File: src/rtl/div128_pkg.sv
`timescale 1ns / 1ps
`default_nettype none
// ----------------------------------------------------------------------------
// div128_pkg
// Shared widths and stage types for the pipelined 128-by-64 divider.
// ----------------------------------------------------------------------------
package div128_pkg;

    localparam int WORD_W = 64;
    localparam int DIVIDEND_W = 2 * WORD_W;
    localparam int STEPS = DIVIDEND_W;

    // one partial remainder step travels with its operands and flags
    typedef struct packed {
        logic [WORD_W-1:0]     rem;
        logic [DIVIDEND_W-1:0] work;
        logic [WORD_W-1:0]     divisor;
        logic                  overflow;
        logic                  divide_by_zero;
    } stage_t;

    typedef struct packed {
        logic              divide_by_zero;
        logic              overflow;
        logic [WORD_W-1:0] remainder;
        logic [WORD_W-1:0] quotient;
    } result_t;

endpackage
`default_nettype wire

File: src/rtl/div128_step.sv
`timescale 1ns / 1ps
`default_nettype none
// ----------------------------------------------------------------------------
// div128_step
// One registered restoring division step: shifts in the next dividend bit,
// trial-subtracts the divisor and shifts the quotient bit into the work word.
// ----------------------------------------------------------------------------
module div128_step (
    input  wire logic               aclk,
    input  wire logic               aresetn,
    input  wire logic               en,
    input  wire logic               in_valid,
    input  wire div128_pkg::stage_t in_stage,
    output logic                    out_valid,
    output div128_pkg::stage_t      out_stage
);
    import div128_pkg::*;

    logic                  valid_reg;
    stage_t                stage_reg;
    stage_t                stage_next;
    logic [WORD_W-1:0]     shifted;
    logic                  top;
    logic                  qbit;

    always_comb begin
        top      = in_stage.rem[WORD_W-1];
        shifted  = {in_stage.rem[WORD_W-2:0], in_stage.work[DIVIDEND_W-1]};
        qbit     = top || (shifted >= in_stage.divisor);
        stage_next         = in_stage;
        stage_next.rem     = qbit ? (shifted - in_stage.divisor) : shifted;
        stage_next.work    = {in_stage.work[DIVIDEND_W-2:0], qbit};
    end

    always_ff @(posedge aclk) begin
        if (!aresetn) begin
            valid_reg <= 1'b0;
        end else if (en) begin
            valid_reg <= in_valid;
        end
    end

    always_ff @(posedge aclk) begin
        if (en) begin
            stage_reg <= stage_next;
        end
    end

    assign out_valid = valid_reg;
    assign out_stage = stage_reg;

endmodule
`default_nettype wire

File: config.mk
export PLATFORM = sky130hd
export DESIGN_NAME = div128_step
export DESIGN_NICKNAME = d
export VERILOG_FILES = /design/src/rtl/div128_pkg.sv /design/src/rtl/div128_step.sv
export SDC_FILE = /design/constraint.sdc
export NUM_CORES = 1
export LEC_CHECK = 0
export BUFFER_PORTS_ARGS = -buffer_cell sky130_fd_sc_hd__buf_2
export CORE_AREA = 5 5 197 199
export CTS_CLUSTER_DIAMETER = 150
export DETAILED_ROUTE_END_ITERATION = 8
export DIE_AREA = 0 0 202 204
export GPL_TIMING_DRIVEN = 0
export RECOVER_POWER = 100
export SLEW_MARGIN = 20
export SYNTH_ARGS = -nofsm -noshare
export SYNTH_HDL_FRONTEND = slang
export SYNTH_SLANG_ARGS = --single-unit
File: constraint.sdc
create_clock -name aclk -period 3.4 [get_ports aclk]
set_input_delay 0.17 -clock aclk [delete_from_list [all_inputs] [get_ports aclk]]
set_output_delay 0.17 -clock aclk [all_outputs]
set_load 0.05 [all_outputs]
Word-level counts from Yosys, hierarchy flattened
Cells that the tools add are included.
{"block": "op_classes", "n_reduce_logical": 1, "n_addsub": 1, "mux": 1, "magnitude_cmp": 1}
{"cell": "$ge A64 B64 Y1", "n": 1}
{"cell": "$mux W64", "n": 1}
{"cell": "$sub A64 B64 Y64", "n": 1}
{"cell": "$logic_or A1 B1 Y1", "n": 1}
{"block": "word_totals", "inputBits": 262, "wordCells": 10, "reg_bits": 259}

Depth between registers and ports, before layout
Gate-level depths: netlist (run 1).
{"block": "depth", "ltp_word": 3, "mapped_depth": 15, "mapped_depth_nobuf": 14}

Worst setup path after synthesis (run 1)
No wires, ideal clock.
{"block": "synth_timing", "path_kind": "input -> register", "startpoint": "in in_stage[193] (netlist name)", "endpoint": "reg stage_reg (netlist bit out_stage[256]), data pin", "setup_ps": 255, "path_slack_ps": 315, "stages": 14, "required_time_ps": 3145, "arrival_time_ps": 2829, "path_cell_list": "inv_1 -> ha_1 -> fa_1 -> nand2b_1 -> a21oi_2 -> o21ai_1 -> a22oi_2 -> a21oi_2 -> a211oi_2 -> o2111ai_1 -> a2111o_1 -> a2111oi_2 -> mux2i_1 -> nor2_1"}
{"element": "from (decl)", "line": "div128_step.sv:13", "source": "input wire div128_pkg::stage_t in_stage,"}
{"element": "to (signal assigned)", "line": "div128_step.sv:45", "source": "stage_reg <= stage_next;"}
{"element": "to (decl)", "line": "div128_step.sv:20", "source": "stage_t stage_reg;"}

==> results.yml, run 1 <==
routing:
  drc: 0
  viasPerCell: 4.87
  ant_nets: 0
  wl_per_cell_um: 20.4
  vias: 11327
  drt_iter0_markers: 531
  wl_um: 47400
  drt_first_pass_iters: 5
synthesis:
  syn_nets: 1337
  synthArstFlopShare_pct: 0
  seq_area_frac_synth_pct: 62.1
  ys_types: 64
  synthCells: 1010
  ys_ff_latch: 259
  synthTopCellsByArea: "edfxtp_1, ha_1, a21oi_1, nor2_1, xnor2_1"
  ys_top_cells_by_count: "edfxtp_1, a21oi_1, nor2_1, inv_1, ha_1"
  syn_avg_cell_area_um2: 12.4
  synth_edf_count: 258
  yosysTopAreaCellShare_pct: 62.0
  synthFlopType: "edfxtp_1"
  ys_warn_count: 0
  yosysTopAreaCell: "edfxtp_1"
  synth.most_common_cell: "edfxtp_1"
  netlist_area_um2: 12500
cts:
  clk_latency_ns: 0.57
  cts_buffers: 30
  clk_path_buf_depth: 3
  cts_root_buf: "clkbuf_16"
  clock_sink_count: 259
  tritoncts: "built"
  clkSlewWorstSetupHoldPaths_ns: 0.06
  htreeDepth: 1
grt:
  grt_pass1_wl_um: 68700
  grt_overflow: 0
  grt_util_all_layers_pct: 21.3
  antenna_found_initial: 14
  grt_max_degree: 81
  grt_pass1_vias: 11642
floorplan:
  coreArea_um2: 37000
  row_count: 71
  die_y_um: 204
  initial_utilization_pct: 33.7
  die_w_um: 202
  dieArea_um2: 41200
  io_pins: 521
setup_path:
  path_cells: "clkbuf_1 > ha_1 > fa_1 > nand2b_1 > a21oi_2 > o21ai_1 > a22oi_2 > a21oi_2 > a211oi_2 > o2111ai_2 > a2111o_1 > a2111oi_4 > mux2i_1 > nor2_1"
  cp_max_fo: 4
  crit_type: "primary input to flip-flop"
  critPathSlowestCell: "a2111o_1"
  path_common_cell: "a21oi_2"
  end_kind: "flip-flop"
  slowest_delay_ns: 0.47
  critPathLaunchType: "primary input"
  worstPathArrival_ns: 3.60
  required_ns: 3.73
timing:
  max_slew.worst_pin.slew_ns: 1.99
  rsz0062_at_grt: "no"
  fmax_ghz: 0.306
  fin_hold_ws_ns: 0.0117
  slew_headroom_pct: -32.7
  fin_crit_ns: 3.27
  finalCritPeriodShare_pct: 96.1
  fin_skew_ns: 0
  finalSetupViolCount: 0
  maxSlewViolCount: 81
  hold_viol_final: 0
layout:
  finalNonFillerCells: 2325
  utilization_pct: 51.3
  areaGrowthSynthToFinish_pct: 51.9
  nNetsFinal: 2148
  register_area_um2: 7770
  multi_input_area_um2: 4300
  drive_gt1_share_pct: 16.1
  fill_cells: 3357
placement:
  dp_cells: 2007
  gp_congestion: 0.861
  dp_hpwl_um: 34600
  portBuffers: 520
run_status:
  outcome: "complete, but fails checks"
  failed_checks: "max-capacitance violations, max-slew violations"
worst_hold_path:
  hp-class: "primary input to flip-flop"
power_and_ir_drop:
  p_leak_nw: 7.65
  finalPower_w: 0.0101
  ir_worst_vdd_mv: 0.374
  p_per_area_nw_per_um2: 531
job:
  maxCapViolations: 1
layout make-up:
class                           instances  share of cell area, %
Sequential cell                       259                   40.9
Timing Repair Buffer                  782                   25.6
Multi-Input combinational cell        633                   22.7
Clock buffer                           33                   4.01
Tap cell                              474                   3.12
Inverter                               80                   1.58
Clock inverter                         22                   1.11
Buffer                                 35                  0.916
Antenna cell                            7                 0.0922
placed cells by master, fill, tap and decap left out, types with 5 or more instances in the layout:
cell type	instances
nand3_1	16
clkbuf_1	336
nor2b_1	11
mux2_1	15
a211oi_1	8
inv_1	80
clkinv_2	10
nand2_1	51
o21bai_1	12
nor2_1	84
and3_1	6
o21a_1	6
dlygate4sd3_1	257
clkbuf_2	7
edfxtp_1	258
a21o_1	34
ha_1	64
clkbuf_16	30
xnor2_1	35
o21ai_1	6
nor3_1	10
nand4_1	23
xor2_1	25
clkinv_1	5
nand2b_1	10
a21oi_1	117
diode_2	7
o21ai_0	33
buf_2	210
worst paths after layout:
path / slack [ns] / from / to / depth (start not counted)
worst min-delay path: 0.01 / in_stage[198] / out_stage[199] / 3
worst max-delay path: 0.13 / in_stage[2] / out_stage[256] / 14
worst min register to register: 1.05 / out_valid / out_valid / 3
worst max register to register: 2.26 / out_valid / out_valid / 3
worst max-delay path: cells and delay by family:
kind	cells	cell delay, ns
buffers and inverters	1	0.10
AND/OR/NAND/NOR	2	0.26
AO/OA/AOI/OAI	8	2.19
adder cells (fa/ha/maj)	2	0.64
multiplexers	1	0.22
cells by family (layout without fill, tap and decap cells):
logic type	count (synthesis)	count (layout)	share of synthesized area, %
and+or+nand+nor	231	231	8.73
DFF	259	259	62.1
muxes	21	21	1.86
xor gates and xnor gates	60	60	4.20
AOI/OAI and AO/OA	256	256	12.7
other	0	7	0
adders and majority gates	65	65	6.57
buffers and inverters	118	952	3.80
report_power, final:
group / switching [W] / internal [W]
combinational: 0.00209 / 0.000818
clock: 0.00135 / 0.00185
sequential: 0.0000863 / 0.00390
total: 0.00353 / 0.00657
flip-flops by register name (all words and copies together), names as in the netlist:
register	flops
out_stage	258
out_valid	1
metal layers:
| metal | track usage (%) | wire [µm] | vias up |
|---|---|---|---|
| met5 | 0 | 64 | - |
| met1 | 24.1 | 18000 | 5386 |
| met2 | 38.4 | 23600 | 464 |
| met4 | 9.52 | 2380 | 12 |
| met3 | 5.16 | 3290 | 104 |
| li1 | - | - | 5361 |
what timing repair did:
item                                   CTS  global route
setup endpoints to repair                1            61
pin swaps                                0             2
buffers inserted                         0             2
endpoints found under the hold margin  258             0
gates resized for setup                  1            18
hold buffers                           257             0
cloned                                   0             0
per-stage QoR:
stage,TNS [ns],worst slack (ns),instance area (µm²)
2_1_floorplan,0,0.315,12500
3_3_place_gp,-416.62,-1.65,15700
3_5_place_dp,-27.01,-0.628,15800
4_1_cts,0,0.000192,19300
5_1_grt,0,0.00794,19000
6_report,0,0.131,19000
(Power assumes the default switching activity.)
==> run 2: changes to the inputs <==
CAP_MARGIN = 25   (was default)
SETUP_SLACK_MARGIN = 0.4   (was default)
==> run 2 against run 1 <==
Effect of this change:
- the flow now finishes without violations
- design area rose by 0.84%
- flip-flop and latch count stayed put
- worst hold slack improved by 0.027 ns
- combinational power hardly changed
- global-route usage grew 0.26 points
- total power rose by 1.0%
==> results.yml, run 2 (synthesis results as in run 1) <==
layout:
  layout_common_cells: "clkbuf_1, edfxtp_1, dlygate4sd3_1, buf_2, a21oi_1"
  nNetsFinal: 2158
  utilization_pct: 51.7
  drive_gt1_share_pct: 16.5
  final_design_area_no_fill_um2: 19200
  largest_reg_flops: 258
  layout_commonest_cell: "clkbuf_1"
  multi_input_area_um2: 4390
  areaGrowthSynthToFinish_pct: 53.2
  finalNonFillerCells: 2331
  register_area_um2: 7770
  fill_cells: 3414
cts:
  clk_latency_ns: 0.55
  cts_root_buf: "clkbuf_16"
  clock_sink_count: 259
  cts_buffers: 29
  htreeDepth: 1
  clkSlewWorstSetupHoldPaths_ns: 0.06
  tritoncts: "built"
  clk_path_buf_depth: 3
routing:
  ant_nets: 0
  vias: 11336
  drt_first_pass_iters: 5
  drt_iter0_markers: 676
  drc: 0
  wl_per_cell_um: 20.3
  viasPerCell: 4.86
  wl_um: 47300
floorplan:
  die_y_um: 204
  initial_utilization_pct: 33.7
  die_w_um: 202
  io_pins: 521
  dieArea_um2: 41200
  row_count: 71
  coreArea_um2: 37000
timing:
  finalCritPeriodShare_pct: 86.2
  maxSlewViolCount: 0
  hold_viol_final: 0
  setup_slack_ns: 0.469
  fin_tns_setup_ns: 0
  rsz0062_at_grt: "yes"
  fin_skew_ns: 0
  fmax_ghz: 0.341
  finalSetupViolCount: 0
  slew_headroom_pct: 1.09
  fin_crit_ns: 2.93
  max_slew.worst_pin.slew_ns: 1.48
grt:
  globalRouteMet2Util_pct: 39.6
  grt_util_all_layers_pct: 21.6
  grt_max_degree: 104
  gr-usage-met1_pct: 24.3
  use_met3_pct: 4.79
  grt_busiest_layer: "met2"
  antenna_found_initial: 14
  grt_overflow: 0
  grt_pass1_wl_um: 69600
  grt_pass1_vias: 11754
setup_path:
  cp_max_fo: 5
  path_cells: "clkbuf_1 > inv_1 > ha_1 > o211ai_1 > a21oi_1 > o21ai_1 > a21oi_2 > a211oi_2 > o21ba_2 > nor4_1 > o22ai_2 > o31ai_1 > xor2_1 > mux2_1"
  critPathLaunchType: "primary input"
  slowest_delay_ns: 0.42
  crit_type: "primary input to flip-flop"
  critPathSlowestCell: "ha_1"
  worstPathArrival_ns: 3.23
  end_kind: "flip-flop"
  required_ns: 3.70
placement:
  postPlaceCellArea_um2: 15800
  portBuffers: 520
  dp_cells: 2006
  dp_hpwl_um: 34700
  place_ws_ns: -0.573
  gp_congestion: 0.899
power_and_ir_drop:
  p_per_area_nw_per_um2: 532
  p_leak_nw: 7.70
  ir_worst_vdd_mv: 0.418
run_status:
  outcome: "completed"
worst_hold_path:
  hp-class: "primary input to flip-flop"
job:
  maxCapViolations: 0
==> run 2: report_power, final <==
group | switching (W) | total [W] | leakage (nW) | internal [W]
Combinational | 0.00209 | 0.00293 | 4.69 | 0.000833
Clock | 0.00127 | 0.00328 | 0.471 | 0.00201
Sequential | 0.0000838 | 0.00399 | 2.53 | 0.00390
Total | 0.00345 | 0.0102 | 7.70 | 0.00674
==> run 2: path summary, 6_finish.rpt <==
path	cells past startpoint	start	endpoint	slack (ns)
setup / recovery	14	in_stage[4]	out_stage[257]	0.47
hold / removal	3	in_stage[245]	out_stage[246]	0.04
setup reg to reg	3	out_valid	out_valid	2.24
hold reg to reg	3	out_valid	out_valid	1.06
==> run 2: layer usage <==
metal  wire (µm)  share of wire, %  vias up
met5          76              0.16        -
met4        2170               4.6       14
met3        3130               6.6      101
met2       24200                51      424
met1       17800                38     5421
li1            -                 -     5376
==> run 2: worst max-delay path, delay by kind of cell <==
| family | cells | cell delay, ns |
|---|---|---|
| compound gates | 8 | 1.68 |
| fa+ha+maj | 1 | 0.42 |
| simple gates | 1 | 0.37 |
| mux | 1 | 0.30 |
| buf+inv | 2 | 0.15 |
| xor+xnor | 1 | 0.10 |
==> run 2: area by class of cell <==
class | instances | share of cell area (%)
Sequential cell | 259 | 40.6
Timing Repair Buffer | 790 | 25.6
Multi-Input combinational cell | 633 | 22.9
Clock buffer | 34 | 3.89
Tap cell | 474 | 3.10
Inverter | 80 | 1.58
Clock inverter | 16 | 1.24
Buffer | 38 | 1.00
Antenna cell | 7 | 0.0915
==> run 2: stage by stage <==
| stage | total power [W] | hold WS (ns) |
|---|---|---|
| after floorplan | 0.00594 | 0.269 |
| after global placement | 0.00677 | 0.347 |
| after detailed placement | 0.00677 | 0.348 |
| after CTS | 0.0104 | 0.00929 |
| after global routing | 0.0106 | 0.0660 |
| final | 0.0102 | 0.0382 |
==> run 2: timing repair <==
item,in CTS,in global routing
endpoints found under the hold margin,256,0
hold buffers,257,0
pin swaps,14,10
setup buffers,9,2
gates resized for setup,26,22
setup endpoints to repair,65,64
==> run 3: changes to the inputs <==
BUFFER_PORTS_ARGS = -buffer_cell sky130_fd_sc_hd__clkbuf_2   (was -buffer_cell sky130_fd_sc_hd__buf_2)
==> run 3 against run 2 <==
Effect of this change:
- the flow now finishes with violations (max-capacitance violations, max-slew violations)
- global-route usage increased by 0.10 points
- design area is 0.19% lower
- sequential share of layout area up 0.077 points
- first-iteration DRC count down 7.2%
- sequential power about the same
- non-clock buffer count fell by 4
- critical path depth stayed put
- largest cell class unchanged
- maximum frequency down 7.3%
- clock skew unchanged
- highest routed layer unchanged
==> results.yml, run 3 (synthesis results as in run 1) <==
layout:
  nNetsFinal: 2154
  register_area_um2: 7770
  multi_input_area_um2: 4450
  layout_common_cells: "clkbuf_1, edfxtp_1, dlygate4sd3_1, clkbuf_2, a21oi_1"
  areaGrowthSynthToFinish_pct: 52.9
  fill_cells: 3421
  finalNonFillerCells: 2330
  largest_reg_flops: 258
  final_design_area_no_fill_um2: 19100
  drive_gt1_share_pct: 16.7
  layout_commonest_cell: "clkbuf_1"
power_and_ir_drop:
  p_leak_nw: 7.69
  ir_worst_vdd_mv: 0.400
  swShare_pct: 35.0
  pwr-share-clk_pct: 31.1
  intPower_w: 0.00653
  finalPower_w: 0.0101
  sequentialPowerShare_pct: 39.7
  p_per_area_nw_per_um2: 526
  combPwrFrac_pct: 29.2
  p_sw_w: 0.00352
grt:
  grt_overflow: 0
  grt_util_all_layers_pct: 21.7
  grt_pass1_wl_um: 69800
  antenna_found_initial: 13
  grt_max_degree: 98
  grt_pass1_vias: 11661
timing:
  finalSetupViolCount: 0
  rsz0062_at_grt: "yes"
  slew_headroom_pct: -51.5
  max_slew.worst_pin.slew_ns: 2.27
  finalCritPeriodShare_pct: 93.0
  maxSlewViolCount: 80
  fin_hold_ws_ns: 0.0493
  fmax_ghz: 0.316
  setup_slack_ns: 0.237
  hold_viol_final: 0
  fin_crit_ns: 3.16
  fin_skew_ns: 0
floorplan:
  row_count: 71
  coreArea_um2: 37000
  die_w_um: 202
  io_pins: 521
  dieArea_um2: 41200
  die_y_um: 204
  initial_utilization_pct: 33.7
placement:
  portBuffers: 520
  gp_congestion: 0.892
  dp_hpwl_um: 34800
  postPlaceCellArea_um2: 15800
  place_ws_ns: -0.587
  dp_cells: 2006
routing:
  viasPerCell: 4.91
  drc: 0
  vias: 11435
  drt_first_pass_iters: 5
  wl_per_cell_um: 20.5
  drt_iter0_markers: 627
  wl_um: 47800
  ant_nets: 0
worst_hold_path:
  hp-class: "primary input to flip-flop"
  hold_depth: 3
cts:
  clk_latency_ns: 0.54
  clk_path_buf_depth: 3
  cts_buffers: 29
  clkSlewWorstSetupHoldPaths_ns: 0.06
  htreeDepth: 1
  clock_sink_count: 259
  tritoncts: "built"
  cts_root_buf: "clkbuf_16"
job:
  maxCapViolations: 1
setup_path:
  end_kind: "flip-flop"
  required_ns: 3.74
  cp_max_fo: 4
  reg2reg_depth: 3
  crit_type: "primary input to flip-flop"
  worstPathArrival_ns: 3.50
  critPathLaunchType: "primary input"
run_status:
  outcome: "complete, but fails checks"
  failed_checks: "max-capacitance violations, max-slew violations"
[run 3: stage by stage]
stage	setup TNS, ns	utilization [%]
6_report	0	51.6
5_1_grt	0	51.6
4_1_cts	0	52.5
3_5_place_dp	-32.81	42.5
3_3_place_gp	-546.45	42.4
2_1_floorplan	0	-
[run 3: routing by layer]
layer  vias to the layer above  wire (µm)  global-route usage, %
li1                       5388          -                      -
met1                      5508      18200                   24.5
met2                       432      24600                   40.0
met3                        97       3140                   4.74
met4                        10       1860                   8.42
met5                         -         64                      0
[run 3: final timing paths]
path                            slack, ns             end          start
worst max-delay path                 0.24  out_stage[252]    in_stage[2]
worst min-delay path                 0.05  out_stage[200]  in_stage[199]
worst max register to register       2.27       out_valid      out_valid
worst min register to register       1.05       out_valid      out_valid
[run 3: power groups by stage]
stage / Sequential [W] / Combinational (W) / Clock [W]
after floorplan: 0.00517 / 0.000769 / 0
after global placement: 0.00407 / 0.00271 / 0
after detailed placement: 0.00405 / 0.00272 / 0
after CTS: 0.00399 / 0.00301 / 0.00321
after global routing: 0.00402 / 0.00311 / 0.00335
final: 0.00399 / 0.00294 / 0.00312
[run 3: timing repair]
| action | CTS | global route |
|---|---|---|
| setup endpoints to repair | 65 | 57 |
| gates resized for setup | 25 | 30 |
| pin swaps | 13 | 13 |
| buffers inserted | 9 | 0 |
| hold buffers | 255 | 0 |
| hold endpoints to repair | 254 | 0 |
[run 3: layout make-up]
cell class / instances / share of cell area [%]
Sequential cell: 259 / 40.6
Timing Repair Buffer: 786 / 25.4
Multi-Input combinational cell: 633 / 23.3
Clock buffer: 30 / 3.82
Tap cell: 474 / 3.10
Inverter: 80 / 1.57
Clock inverter: 23 / 1.12
Buffer: 38 / 0.988
Antenna cell: 7 / 0.0916
[run 3: worst max-delay path, stage by stage]
cell and delay (ns):
clkbuf_1 0.12, ha_4 0.18, fa_2 0.34, nand2b_4 0.16, a21oi_4 0.16, o21ai_4 0.09
a22oi_1 0.35, a21oi_4 0.15, a211oi_4 0.35, o2111ai_4 0.18, buf_4 0.19, a211oi_1 0.29
o21ai_0 0.34, a311oi_1 0.42
