[src/rtl/div128_pkg.sv]
`timescale 1ns / 1ps
`default_nettype none
// ----------------------------------------------------------------------------
// div128_pkg
// Shared widths and stage types for the pipelined 128-by-64 divider.
// ----------------------------------------------------------------------------
package div128_pkg;

    localparam int WORD_W = 64;
    localparam int DIVIDEND_W = 2 * WORD_W;
    localparam int STEPS = DIVIDEND_W;

    // one partial remainder step travels with its operands and flags
    typedef struct packed {
        logic [WORD_W-1:0]     rem;
        logic [DIVIDEND_W-1:0] work;
        logic [WORD_W-1:0]     divisor;
        logic                  overflow;
        logic                  divide_by_zero;
    } stage_t;

    typedef struct packed {
        logic              divide_by_zero;
        logic              overflow;
        logic [WORD_W-1:0] remainder;
        logic [WORD_W-1:0] quotient;
    } result_t;

endpackage
`default_nettype wire

[src/rtl/div128_skid.sv]
`timescale 1ns / 1ps
`default_nettype none
// ----------------------------------------------------------------------------
// div128_skid
// Output register with a skid slot; its ready is registered and stalls the
// whole pipeline only when both slots are full.
// ----------------------------------------------------------------------------
module div128_skid (
    input  wire logic                aclk,
    input  wire logic                aresetn,
    input  wire logic                in_valid,
    input  wire div128_pkg::result_t in_data,
    output logic                     in_ready,
    output logic                     out_valid,
    output div128_pkg::result_t      out_data,
    input  wire logic                out_ready
);
    import div128_pkg::*;

    logic    out_valid_reg;
    result_t out_data_reg;
    logic    skid_valid_reg;
    result_t skid_data_reg;
    logic    out_take;

    assign in_ready = !skid_valid_reg;
    assign out_take = !out_valid_reg || out_ready;

    always_ff @(posedge aclk) begin
        if (!aresetn) begin
            out_valid_reg  <= 1'b0;
            skid_valid_reg <= 1'b0;
        end else if (out_take) begin
            if (skid_valid_reg) begin
                out_valid_reg  <= 1'b1;
                skid_valid_reg <= 1'b0;
            end else begin
                out_valid_reg <= in_valid;
            end
        end else if (in_valid && in_ready) begin
            skid_valid_reg <= 1'b1;
        end
    end

    always_ff @(posedge aclk) begin
        if (out_take) begin
            out_data_reg <= skid_valid_reg ? skid_data_reg : in_data;
        end else if (in_valid && in_ready) begin
            skid_data_reg <= in_data;
        end
    end

    assign out_valid = out_valid_reg;
    assign out_data  = out_data_reg;

endmodule
`default_nettype wire

[config.mk]
export PLATFORM = sky130hd
export DESIGN_NAME = div128_skid
export DESIGN_NICKNAME = d
export VERILOG_FILES = /design/src/rtl/div128_pkg.sv /design/src/rtl/div128_skid.sv
export SDC_FILE = /design/constraint.sdc
export NUM_CORES = 1
export LEC_CHECK = 0
export BUFFER_PORTS_ARGS = -buffer_cell sky130_fd_sc_hd__buf_2
export CAP_MARGIN = 20
export CORE_MARGIN = 3
export CORE_UTILIZATION = 40
export DETAILED_ROUTE_END_ITERATION = 7
export PLACE_DENSITY = 0.63
export SYNTH_ARGS = -nofsm -noshare
export SYNTH_HDL_FRONTEND = slang
export SYNTH_SLANG_ARGS = --single-unit
[constraint.sdc]
create_clock -name aclk -period 15.9 [get_ports aclk]
set_input_delay 0.795 -clock aclk [delete_from_list [all_inputs] [get_ports aclk]]
set_output_delay 0.795 -clock aclk [all_outputs]
set_load 0.02 [all_outputs]
# Yosys cells after proc, flatten, opt, wreduce, memory -nomap -nowiden
# Cells that the tools add are included.
dict set report word_totals {
  ff_bits 262
  in_bits 134
  word_cells 20
  output_inout_bits 132
}
dict set report op_classes {
  reduce_logical 6
  mux 2
  n_bitwise 2
}
# cell n
set op_table {}
lappend op_table {{2-to-1 mux 130 bit} 1}
lappend op_table {{zero test 1 bit} 2}
lappend op_table {{NOT 1 bit} 2}
lappend op_table {{AND reduction 2 bit} 1}
lappend op_table {{OR reduction 2 bit} 1}
lappend op_table {{logical AND 1 bit} 1}
lappend op_table {{logical OR 1 bit} 1}
lappend op_table {{2-to-1 mux 1 bit} 1}

# Depth between registers and ports, before layout
# Gate-level depths: netlist of the first run.
dict set report depth {
  ltp_word 4
  depth_mapped 5
  depth_no_buf 2
}

# Least setup slack after synthesis of the first run
# No wires, ideal clock.
dict set report synth_path {
  path_kind {in2reg}
  startpoint {input out_ready}
  endpoint {register skid_data_reg[0] in the netlist's numbering, enable pin}
  required_ns 15.096
  path_buffers 0
  arrival_time_ns 13.793
  setup_time_ns 0.804
  cell_stages 2
  setup_slack_ns 1.303
  path_cell_list {nand2b_1 -> nor3b_1}
}
dict set report synth_between {
  elab_chain_cells 3
}
# item line_no
set synth_lines {}
lappend synth_lines {{start: declaration} div128_skid.sv:16} ;# input wire logic out_ready
lappend synth_lines {{logical OR 1 bit} div128_skid.sv:27} ;# assign out_take = !out_valid_reg || out_ready;
lappend synth_lines {{NOT 1 bit (no line)} --}
lappend synth_lines {{AND reduction 2 bit (no line)} --}
lappend synth_lines {{end signal: assignment} div128_skid.sv:49} ;# skid_data_reg <= in_data;
lappend synth_lines {{end: declaration} div128_skid.sv:23} ;# result_t skid_data_reg;
# Every way passes these cells.
# A chain may end at the register's enable or synchronous reset.

# Worst setup path after layout of the first run
dict set report layout_path {
  startpoint {register skid_valid_reg}
  endpoint {output in_ready}
}
dict set report layout_between {
  elab_chain_cells 1
}
# item line_no
set layout_lines {}
lappend layout_lines {{start: declaration} div128_skid.sv:22} ;# logic skid_valid_reg;
lappend layout_lines {{start signal: assignment} div128_skid.sv:32} ;# skid_valid_reg <= 1'b0;
lappend layout_lines {{start signal: assignment} div128_skid.sv:36} ;# skid_valid_reg <= 1'b0;
lappend layout_lines {{start signal: assignment} div128_skid.sv:41} ;# skid_valid_reg <= 1'b1;
lappend layout_lines {{zero test 1 bit} div128_skid.sv:26} ;# assign in_ready = !skid_valid_reg;
lappend layout_lines {{end: declaration} div128_skid.sv:13} ;# output logic in_ready,
# Every way passes these cells.

==> impl_results.md, run 1 <==
- Result of the run: finished, final reports clean
- Area of the core region: about 24000 um^2
- Final setup vio count: 0
- Async S/R FF share, synth: 0%
- Total routed wirelength: roughly 19000 um
- Reg2reg setup slack: ~13 ns
- Via count of the first global-routing pass: between 5000 and 6000
- Hold Vio Cnt, Final: 0
- PostCTS Resize Cnt: 0
- Number of distinct standard cells referenced by the synthesized netlist: 12
- Post-route ant nets: 0
- Largest net degree at the start of global routing: 70
- Post-Syn Instances: 413
- CP Class: flip-flop to output port
- Diodes inserted: 0
- Post CTS Setup Buffer Count: 0
- Inserted Clock Buffers: 27
- Worst Tran Pin Value: just over 1 ns
- Worst hold path type: input pin to flip-flop
- Routability congestion estimate from global placement: 0.789
- Static leakage: 4.69 nW
- Depth of the worst register-to-register path: 3
- CTS hold repair buffers: 0
- Accumulated negative setup slack: 0 ns
- Final core utilization: about half
- Most area-consuming cells after synthesis: sky130_fd_sc_hd__edfxtp_1 (80%), sky130_fd_sc_hd__mux2_4 (10%), sky130_fd_sc_hd__mux2_2 (7.3%)
- Clock skew: approximately 0.014 ns
- Number of synthesized flops with an enable pin: 260
- Number of optimization iterations in the first detailed-route pass: 4
- Most used standard cells in the synthesized netlist: sky130_fd_sc_hd__edfxtp_1 (260), sky130_fd_sc_hd__mux2_4 (67), sky130_fd_sc_hd__mux2_2 (63), sky130_fd_sc_hd__buf_6 (9), sky130_fd_sc_hd__buf_2 (6)
- Global-route usage over all layers: 13.9%
- Launch point of the worst hold path: in_data[36]
- Proportion of netlist area held by the largest area contributor: 80.2%
- Number of maximum-capacitance violations: 0
- Avg Vias per Cell: approximately 4.6
- Die Outline Area: about 26000 um^2
- IO Count: between 200 and 300
- Minimum clock period after layout: about 2.8 ns
- Initial detailed-routing violation count: 360
- Highest-delay cell along the critical path: sky130_fd_sc_hd__buf_4
- Setup repair after global routing missed its margin: false
- Sequential element share of the synthesized area: roughly 80%
- Count of buffers inserted at the top-level ports: roughly 270
- Net count after synthesis: around 550
- Starting utilization of the core area: roughly two fifths
- Worst reg2reg startpoint: out_valid$_SDFFE_PN0P_
- Count of yosys warnings during synthesis: 0
- Clock slew seen by the registers of the worst setup and hold paths: around 0.06 ns
- Total Nets Final: about 830
- Required time of the critical path: roughly 15 ns
- Clock tree from TritonCTS: built
- Stage delay of the slowest cell on the critical path: roughly 0.74 ns
- Cell taking the most area after synthesis: sky130_fd_sc_hd__edfxtp_1
- Worst R2R End: skid_data_reg[68]$_DFFE_PP_
- Share of final-layout standard cells stronger than drive strength 1: between 60% and 70%
- Cells traversed along the worst timing path: buf_4, inv_1, buf_2
- Num Clock Sinks: between 200 and 300
- Power Dens Cells: 122 nW/um^2
- Clock tree buffer depth: 3
- Remaining design rule violation count: 0
- Routed via count: slightly below 5000
- Top_reg_cell synth: sky130_fd_sc_hd__edfxtp_1
- Core Rows: 56
- Category of the worst setup path launch point: flip-flop
- Fmax: around 0.35 GHz
- CTS Root Cell: sky130_fd_sc_hd__clkbuf_16
- Arrival time of the worst setup path: 2.04 ns
- Maximum fanout along the worst path: 54
- Top-count cell post-synth: sky130_fd_sc_hd__edfxtp_1
- Antenna violations before repair: 0
- Die X: 162 um
- Capturing element of the worst setup path: in_ready
- Max-slew violation count: 0
- Height of the die: between 150 and 200 um
- Detailed placer's ending HPWL: around 13000 um
- Synthesized area: between 9000 and 10000 um^2
- Worst setup startpoint: skid_valid_reg$_SDFFE_PP0P_
- Ratio of final minimum period to clock period: 17.8%
- Kind of capture point of the worst setup path: output port
- Final routed wire length divided by cell count: roughly 18 um
- Syn-to-layout area delta: 24.9%
- Final Instance Count excl. Fillers: slightly above 1000
- Clock insertion delay at the later pin of the skew report: between 0.5 and 0.6 ns
- Filler instances: 1984
- Seq cells post-synth: 262
- Total power: 1.49 mW
- Worst IR drop on VDD: between 70 and 80 uV
- Global-route wire length before repair: about 29000 um
- Post-placement cell count: roughly 990
- Normalized max-slew margin: between 30% and 40%
- Clock H-tree levels: 1
- WHS: ~0.47 ns
- Average cell area after synthesis: 23.6 um^2
- Residual overflow from global routing: 0
==> area by class of cell <==
class | instances | area [um^2] | share of cell area [%]
clock buffer | 37 | 713 | 5.86
clock inverter | 12 | 62.6 | 0.514
inverter | 1 | 3.75 | 0.0309
multi-input combinational | 135 | 1770 | 14.5
sequential | 262 | 7850 | 64.6
tap | 319 | 399 | 3.28
timing repair buffer | 270 | 1360 | 11.2
==> stage by stage <==
stage	area [um^2]	setup slack, ns
2_1_floorplan	9740	1.30
3_3_place_gp	11400	12.93
3_5_place_dp	11400	12.83
4_1_cts	12200	13.00
5_1_grt	12200	12.88
6_report	12200	13.06
==> critical path, delay by kind of cell (launching register included) <==
kind / cells / cell delay (ns)
DFF: 1 / 0.49
buffers and inverters: 3 / 1.01
==> routing by layer <==
metal | global-route usage (%) | wire length, um | up-vias
met5 | 0 | 0 | -
met4 | 3.06 | 228 | 0
met3 | 4.57 | 1810 | 20
met2 | 22.3 | 8840 | 209
met1 | 18.6 | 8070 | 2361
li1 | - | - | 2226
==> kinds of logic (layout without fill, tap and decap cells) <==
logic type             after synthesis  count (layout)  share of synthesized area [%]
AO/OA/AOI/OAI                        1               1                         0.0771
buffers and inverters               16             320                           1.39
flip-flops                         262             262                           80.6
multiplexers                       130             130                           17.6
AND/OR/NAND/NOR                      4               4                          0.334
==> power by group <==
part	total [mW]	leakage [nW]	switching, mW	internal (mW)
sequential	0.810	2.55	0.0100	0.800
clock	0.556	0.378	0.242	0.314
combinational	0.124	1.77	0.0726	0.0515
total	1.49	4.69	0.325	1.16
==> layout by cell type, fill, tap and decap left out, types with 2 or more instances in the layout <==
cell	n
sky130_fd_sc_hd__clkbuf_1	10
sky130_fd_sc_hd__mux2_2	63
sky130_fd_sc_hd__buf_2	265
sky130_fd_sc_hd__clkbuf_16	27
sky130_fd_sc_hd__clkinv_2	5
sky130_fd_sc_hd__buf_4	5
sky130_fd_sc_hd__edfxtp_1	260
sky130_fd_sc_hd__nor3b_2	2
sky130_fd_sc_hd__mux2_4	67
sky130_fd_sc_hd__clkinv_1	5
==> worst min path at each step <==
stage                                  end  slack (ns)  cells past startpoint
2_1_floorplan      out_data[127]$_DFFE_PP_        0.52                      1
3_3_place_gp        out_data[58]$_DFFE_PP_        0.53                      1
3_5_place_dp        out_data[55]$_DFFE_PP_        0.53                      1
4_1_cts        skid_data_reg[30]$_DFFE_PP_        0.45                      1
5_1_grt        skid_data_reg[44]$_DFFE_PP_        0.45                      1
6_report       skid_data_reg[36]$_DFFE_PP_        0.47                      1
No activity file was read; power rests on OpenSTA's default activity.
==> run 2, diff against run 1 <==
PLACE_DENSITY = 0.65   (was 0.63)
clock period = 2.5 ns   (was 15.9 ns; I/O delays follow)
==> impl_results.md, run 2 (same netlist as run 1, synthesis figures left out) <==
- Maximum fanout along the worst path: 37 (-31%)
- Largest net degree at the start of global routing: 133 (+90%)
- Static leakage: 5.33 nW (+14%)
- Hold Crit Depth: 4 (+3)
- Worst Tran Pin Value: 0.750 ns (-0.270 ns)
- Starting utilization of the core area: 41.1% (unchanged)
- Die X: 162 um (unchanged)
- Worst hold path type: input pin to flip-flop
- Most common cell after layout, fill and taps aside: sky130_fd_sc_hd__buf_2
- Antenna violations before repair: 2 (+2)
- Final setup vio count: 0 (unchanged)
- Detailed placer's ending HPWL: 12600 um (-2.3%)
- Clock skew: 0.0136 ns (-0.000401 ns)
- Area of the multi-input gates: 1770 um^2 (+0.35%)
- Syn-to-layout area delta: 40.4%
- Power Dens Cells: 731 nW/um^2 (+500%)
- Core Rows: 56 (unchanged)
- Arrival time of the worst setup path: 1.89 ns (-0.15 ns)
- Height of the die: 162 um (unchanged)
- Number of maximum-capacitance violations: 0 (unchanged)
- Normalized max-slew margin: 50.0% (+18 points)
- Total power: 10.0 mW (+570%)
- Setup repair after global routing missed its margin: false
- Global-route usage over all layers: 15.3% (+1.4 points)
- Worst IR drop on VDD: 503 uV (+550%)
- Fmax: a little under 0.5 GHz
- Filler instances: 1816 (-8.5%)
- Accumulated negative setup slack: 0 ns (unchanged)
- Initial detailed-routing violation count: 289 (-20%)
- Category of the worst setup path launch point: flip-flop
- Clock H-tree levels: 1 (unchanged)
- IO Count: 266 (unchanged)
- Clock tree buffer depth: 3 (unchanged)
- Minimum clock period after layout: about 2.0 ns
- Sequential standard cell area: 7860 um^2 (about the same)
- Count of buffers inserted at the top-level ports: 265 (unchanged)
- Residual overflow from global routing: 0 (unchanged)
- CP Class: flip-flop to output port
- Via count of the first global-routing pass: 5915 (+14%)
- Required time of the critical path: 2.38 ns (-12.73 ns)
- Result of the run: finished, final reports clean
- Routability congestion estimate from global placement: 0.740 (-6.1%)
- Area of the core region: 23700 um^2 (unchanged)
- Total Nets Final: 967 (+16%)
- Commonest cells after routing, fill and taps aside: sky130_fd_sc_hd__buf_2 (265), sky130_fd_sc_hd__edfxtp_1 (260), sky130_fd_sc_hd__dlygate4sd3_1 (133), sky130_fd_sc_hd__mux2_4 (67), sky130_fd_sc_hd__mux2_2 (63)
- Total non-filler cell area in the finished layout: 13700 um^2 (+12%)
- Number of optimization iterations in the first detailed-route pass: 4 (unchanged)
- Global-route wire length before repair: 32200 um (+12%)
- Post CTS Setup Buffer Count: 0 (unchanged)
- Hold Vio Cnt, Final: 0 (unchanged)
- Kind of capture point of the worst setup path: output port
- Max-slew violation count: 0 (unchanged)
- Depth of the worst register-to-register path: 4 (+1)
- Remaining design rule violation count: 0 (unchanged)
- Clock slew seen by the registers of the worst setup and hold paths: 0.06 ns (about the same)
- Routed via count: 5329 (+11%)
- Avg Vias per Cell: 4.55 (-2.2%)
- CTS Root Cell: sky130_fd_sc_hd__clkbuf_16
- Clock tree from TritonCTS: built
- Share of final-layout standard cells stronger than drive strength 1: 52.5% (-8.7 points)
- Inserted Clock Buffers: 28 (+3.7%)
- Placed Area: 11500 um^2 (+0.77%)
- Ratio of final minimum period to clock period: 80.5%
- Post-route ant nets: 0 (unchanged)
- Total routed wirelength: 20300 um (+7.4%)
- Clock insertion delay at the later pin of the skew report: 0.52 ns (about the same)
- Final routed wire length divided by cell count: 17.4 um (-5.1%)
- Die Outline Area: 26300 um^2 (unchanged)
- Num Clock Sinks: 262 (unchanged)
[run 2: metrics by stage]
| step | hold WS [ns] | setup slack (ns) | std cells | util, % |
|---|---|---|---|---|
| floorplan | 0.224 | -2.61 | 413 | - |
| finish | 0.280 | 0.487 | 1172 | 57.7 |
| global placement | 0.315 | 0.752 | 989 | 48.4 |
| CTS | 0.285 | 0.426 | 1170 | 57.7 |
| detailed placement | 0.318 | 0.676 | 989 | 48.4 |
| global route | 0.306 | 0.364 | 1172 | 57.7 |
[run 2: routing by layer]
layer,global-route usage (%),share of wire (%)
met1,19.5,42
met2,25.4,48
met3,4.28,7.5
met4,4.89,3.1
met5,0,0
[run 2: where the power goes]
group | switching [mW] | internal [mW]
Combinational | 0.495 | 0.470
Clock | 1.60 | 2.29
Sequential | 0.0635 | 5.08
Total | 2.16 | 7.84
[run 2: worst max-delay path, cell delays in order (launching register included)]
cell	delay, ns
sky130_fd_sc_hd__dfxtp_4	0.74
sky130_fd_sc_hd__buf_4	0.39
sky130_fd_sc_hd__inv_1	0.07
sky130_fd_sc_hd__buf_2	0.16
[run 2: worst paths after layout]
check | to | slack [ns] | start
max | in_ready | 0.49 | skid_valid_reg$_SDFFE_PP0P_
min reg2reg | out_data[39]$_DFFE_PP_ | 0.55 | skid_data_reg[39]$_DFFE_PP_
min | skid_data_reg[37]$_DFFE_PP_ | 0.28 | out_ready
max reg2reg | out_valid$_SDFFE_PN0P_ | 0.61 | out_valid$_SDFFE_PN0P_
[run 2: area by class of cell]
cell class                      instances  area share (%)
Clock inverter                         18           0.970
Timing Repair Buffer                  405            20.3
Tap cell                              319            2.92
Multi-Input combinational cell        135            13.0
Clock buffer                           30            5.34
Antenna cell                            2          0.0366
Inverter                                1          0.0275
Sequential cell                       262            57.5
[run 2: timing repair]
| action | 4_1_cts | 5_1_grt |
|---|---|---|
| endpoints found under the hold margin | 262 | 0 |
| gates resized for setup | 0 | 0 |
| hold buffers | 133 | 0 |
==> run 3, diff against run 2 <==
PLACE_DENSITY = 0.63   (was 0.65)
clock period = 2.1 ns   (was 2.5 ns; I/O delays follow)
==> impl_results.md, run 3 (same netlist as run 1, synthesis figures left out) <==
- Result of the run: finished, final reports clean
- Avg Vias per Cell: 4.65 (+2.2%)
- Most common cell after layout, fill and taps aside: sky130_fd_sc_hd__buf_2
- Critical path buffers and inverters: 2 (-1)
- Initial detailed-routing violation count: 225 (-22%)
- Clock insertion delay at the later pin of the skew report: 0.52 ns (about the same)
- Routability congestion estimate from global placement: 0.748 (+1.0%)
- Worst Tran Pin Value: 0.868 ns (+0.118 ns)
- Syn-to-layout area delta: 39.6%
- Accumulated negative setup slack: 0 ns (unchanged)
- Clock skew: 0.00618 ns (-0.00742 ns)
- Diodes inserted: 0 (-2)
- Power Dens Cells: 849 nW/um^2 (+16%)
- Static leakage: 5.29 nW (-0.72%)
- Final Instance Count excl. Fillers: 1166 (-0.51%)
- PostCTS Resize Cnt: 0 (unchanged)
- WHS: 0.222 ns (-0.0580 ns)
- Starting utilization of the core area: 41.1% (unchanged)
- Share of final-layout standard cells stronger than drive strength 1: 52.2% (-0.34 points)
- IO Count: 266 (unchanged)
- Maximum fanout along the worst path: 62 (+68%)
- Ratio of final minimum period to clock period: between 80 and 90%
- Sequential standard cell area: 7860 um^2 (unchanged)
- Worst path top cell family by delay: buffers and inverters
- Setup repair after global routing missed its margin: false
- Worst IR drop on VDD: 597 uV (+19%)
- Cells traversed along the worst timing path: buf_12, nor2_2, nor3b_2, dlygate4sd3_1
- Commonest cells after routing, fill and taps aside: sky130_fd_sc_hd__buf_2 (265), sky130_fd_sc_hd__edfxtp_1 (260), sky130_fd_sc_hd__dlygate4sd3_1 (133), sky130_fd_sc_hd__mux2_4 (67), sky130_fd_sc_hd__mux2_2 (63)
- Number of maximum-capacitance violations: 0 (unchanged)
- Filler instances: 1816 (unchanged)
- Num Clock Sinks: 262 (unchanged)
- Clock tree from TritonCTS: built
- Post CTS Setup Buffer Count: 0 (unchanged)
- Launch point of the worst hold path: out_ready
- Max-slew violation count: 0 (unchanged)
- Arrival time of the worst setup path: 2.30 ns (+0.41 ns)
- Fmax: 0.540 GHz
- Antenna violations before repair: 0 (-2)
- Total power: 11.5 mW (+15%)
- Highest-delay cell along the critical path: sky130_fd_sc_hd__dlygate4sd3_1
- Stage delay of the slowest cell on the critical path: 0.57 ns (-0.17 ns)
- Final setup vio count: 0 (unchanged)
- Inserted Clock Buffers: 27 (-3.6%)
- Clock tree buffer depth: 3 (unchanged)
- CTS Root Cell: sky130_fd_sc_hd__clkbuf_16
- Global-route wire length before repair: 31700 um (-1.8%)
- Number of optimization iterations in the first detailed-route pass: 4 (unchanged)
- Detailed placer's ending HPWL: 12500 um (-0.17%)
- Count of buffers inserted at the top-level ports: 265 (unchanged)
- Total Nets Final: 966 (-0.10%)
- Die Outline Area: 26300 um^2 (unchanged)
- Post-route ant nets: 0 (unchanged)
- Remaining design rule violation count: 0 (unchanged)
- Required time of the critical path: 2.55 ns (+0.17 ns)
- Worst reg2reg startpoint: skid_valid_reg$_SDFFE_PP0P_
- Final core utilization: 57.4% (-0.34 points)
- Final routed wire length divided by cell count: 17.6 um (+1.5%)
- Clock H-tree levels: 1 (unchanged)
- Clock slew seen by the registers of the worst setup and hold paths: 0.06 ns (about the same)
- Total routed wirelength: 20500 um (+0.99%)
- Largest net degree at the start of global routing: 133 (unchanged)
- Kind of capture point of the worst setup path: flip-flop
- Worst hold path type: input pin to flip-flop
- Category of the worst setup path launch point: flip-flop
- Area of the multi-input gates: 1770 um^2 (unchanged)
- Die X: 162 um (unchanged)
- Via count of the first global-routing pass: 5855 (-1.0%)
- Minimum clock period after layout: ~1.9 ns
- Area of the core region: 23700 um^2 (unchanged)
- Normalized max-slew margin: 42.1% (-7.8 points)
- Global-route usage over all layers: 15.1% (-0.16 points)
- Height of the die: 162 um (unchanged)
- Hold Vio Cnt, Final: 0 (unchanged)
- Post-placement cell count: 989 (unchanged)
- Residual overflow from global routing: 0 (unchanged)
- Routed via count: 5419 (+1.7%)
- CTS hold repair buffers: 133 (unchanged)
- Worst setup startpoint: skid_valid_reg$_SDFFE_PP0P_
- CP Class: flip-flop to flip-flop
- Core Rows: 56 (unchanged)
==> run 3: cell types whose count changed in the layout (fill, tap and decap cells not counted) <==
cell,delta
sky130_fd_sc_hd__buf_4,-1
sky130_fd_sc_hd__clkinvlp_4,-1
sky130_fd_sc_hd__clkinv_2,-1
sky130_fd_sc_hd__clkbuf_16,-2
sky130_fd_sc_hd__clkbuf_1,+3
sky130_fd_sc_hd__bufinv_16,-1
sky130_fd_sc_hd__clkinv_1,-2
sky130_fd_sc_hd__buf_12,+1
sky130_fd_sc_hd__diode_2,-2
==> run 3: layout make-up <==
class,count,area share [%]
Timing Repair Buffer,405,20.5
Multi-Input combinational cell,135,13.1
Clock buffer,31,5.08
Inverter,1,0.0276
Tap cell,319,2.94
Clock inverter,13,0.608
Sequential cell,262,57.8
==> run 3: tightest hold or removal path, delay by kind of cell <==
family / cells / cell delay [ns]
buffers and inverters: 2 / 0.25
AND/OR/NAND/NOR: 2 / 0.19
==> run 3: per-stage QoR <==
stage	setup slack, ns	area [um^2]
final	0.250	13600
after global placement	0.518	11500
after CTS	0.241	13600
after global routing	0.163	13600
after detailed placement	0.460	11500
after floorplan	-3.01	9760
==> run 3: routing by layer <==
| metal | GRT usage [%] | wire, um |
|---|---|---|
| met2 | 26.2 | 10100 |
| met5 | 0 | 0 |
| met1 | 18.2 | 8200 |
| met4 | 4.19 | 568 |
| met3 | 4.87 | 1650 |
==> run 3: worst paths after layout <==
kind                                       end  slack (ns)  cells past startpoint
setup / recovery   skid_valid_reg$_SDFFE_PP0P_        0.25                      4
hold / removal    skid_data_reg[125]$_DFFE_PP_        0.22                      4
setup reg to reg   skid_valid_reg$_SDFFE_PP0P_        0.25                      4
hold reg to reg         out_data[84]$_DFFE_PP_        0.54                      1
==> run 3: power breakdown <==
group	leakage [nW]	internal (mW)	switching [mW]	total, mW
Sequential	2.55	6.05	0.0733	6.12
Combinational	2.36	0.561	0.597	1.16
Clock	0.384	2.44	1.82	4.26
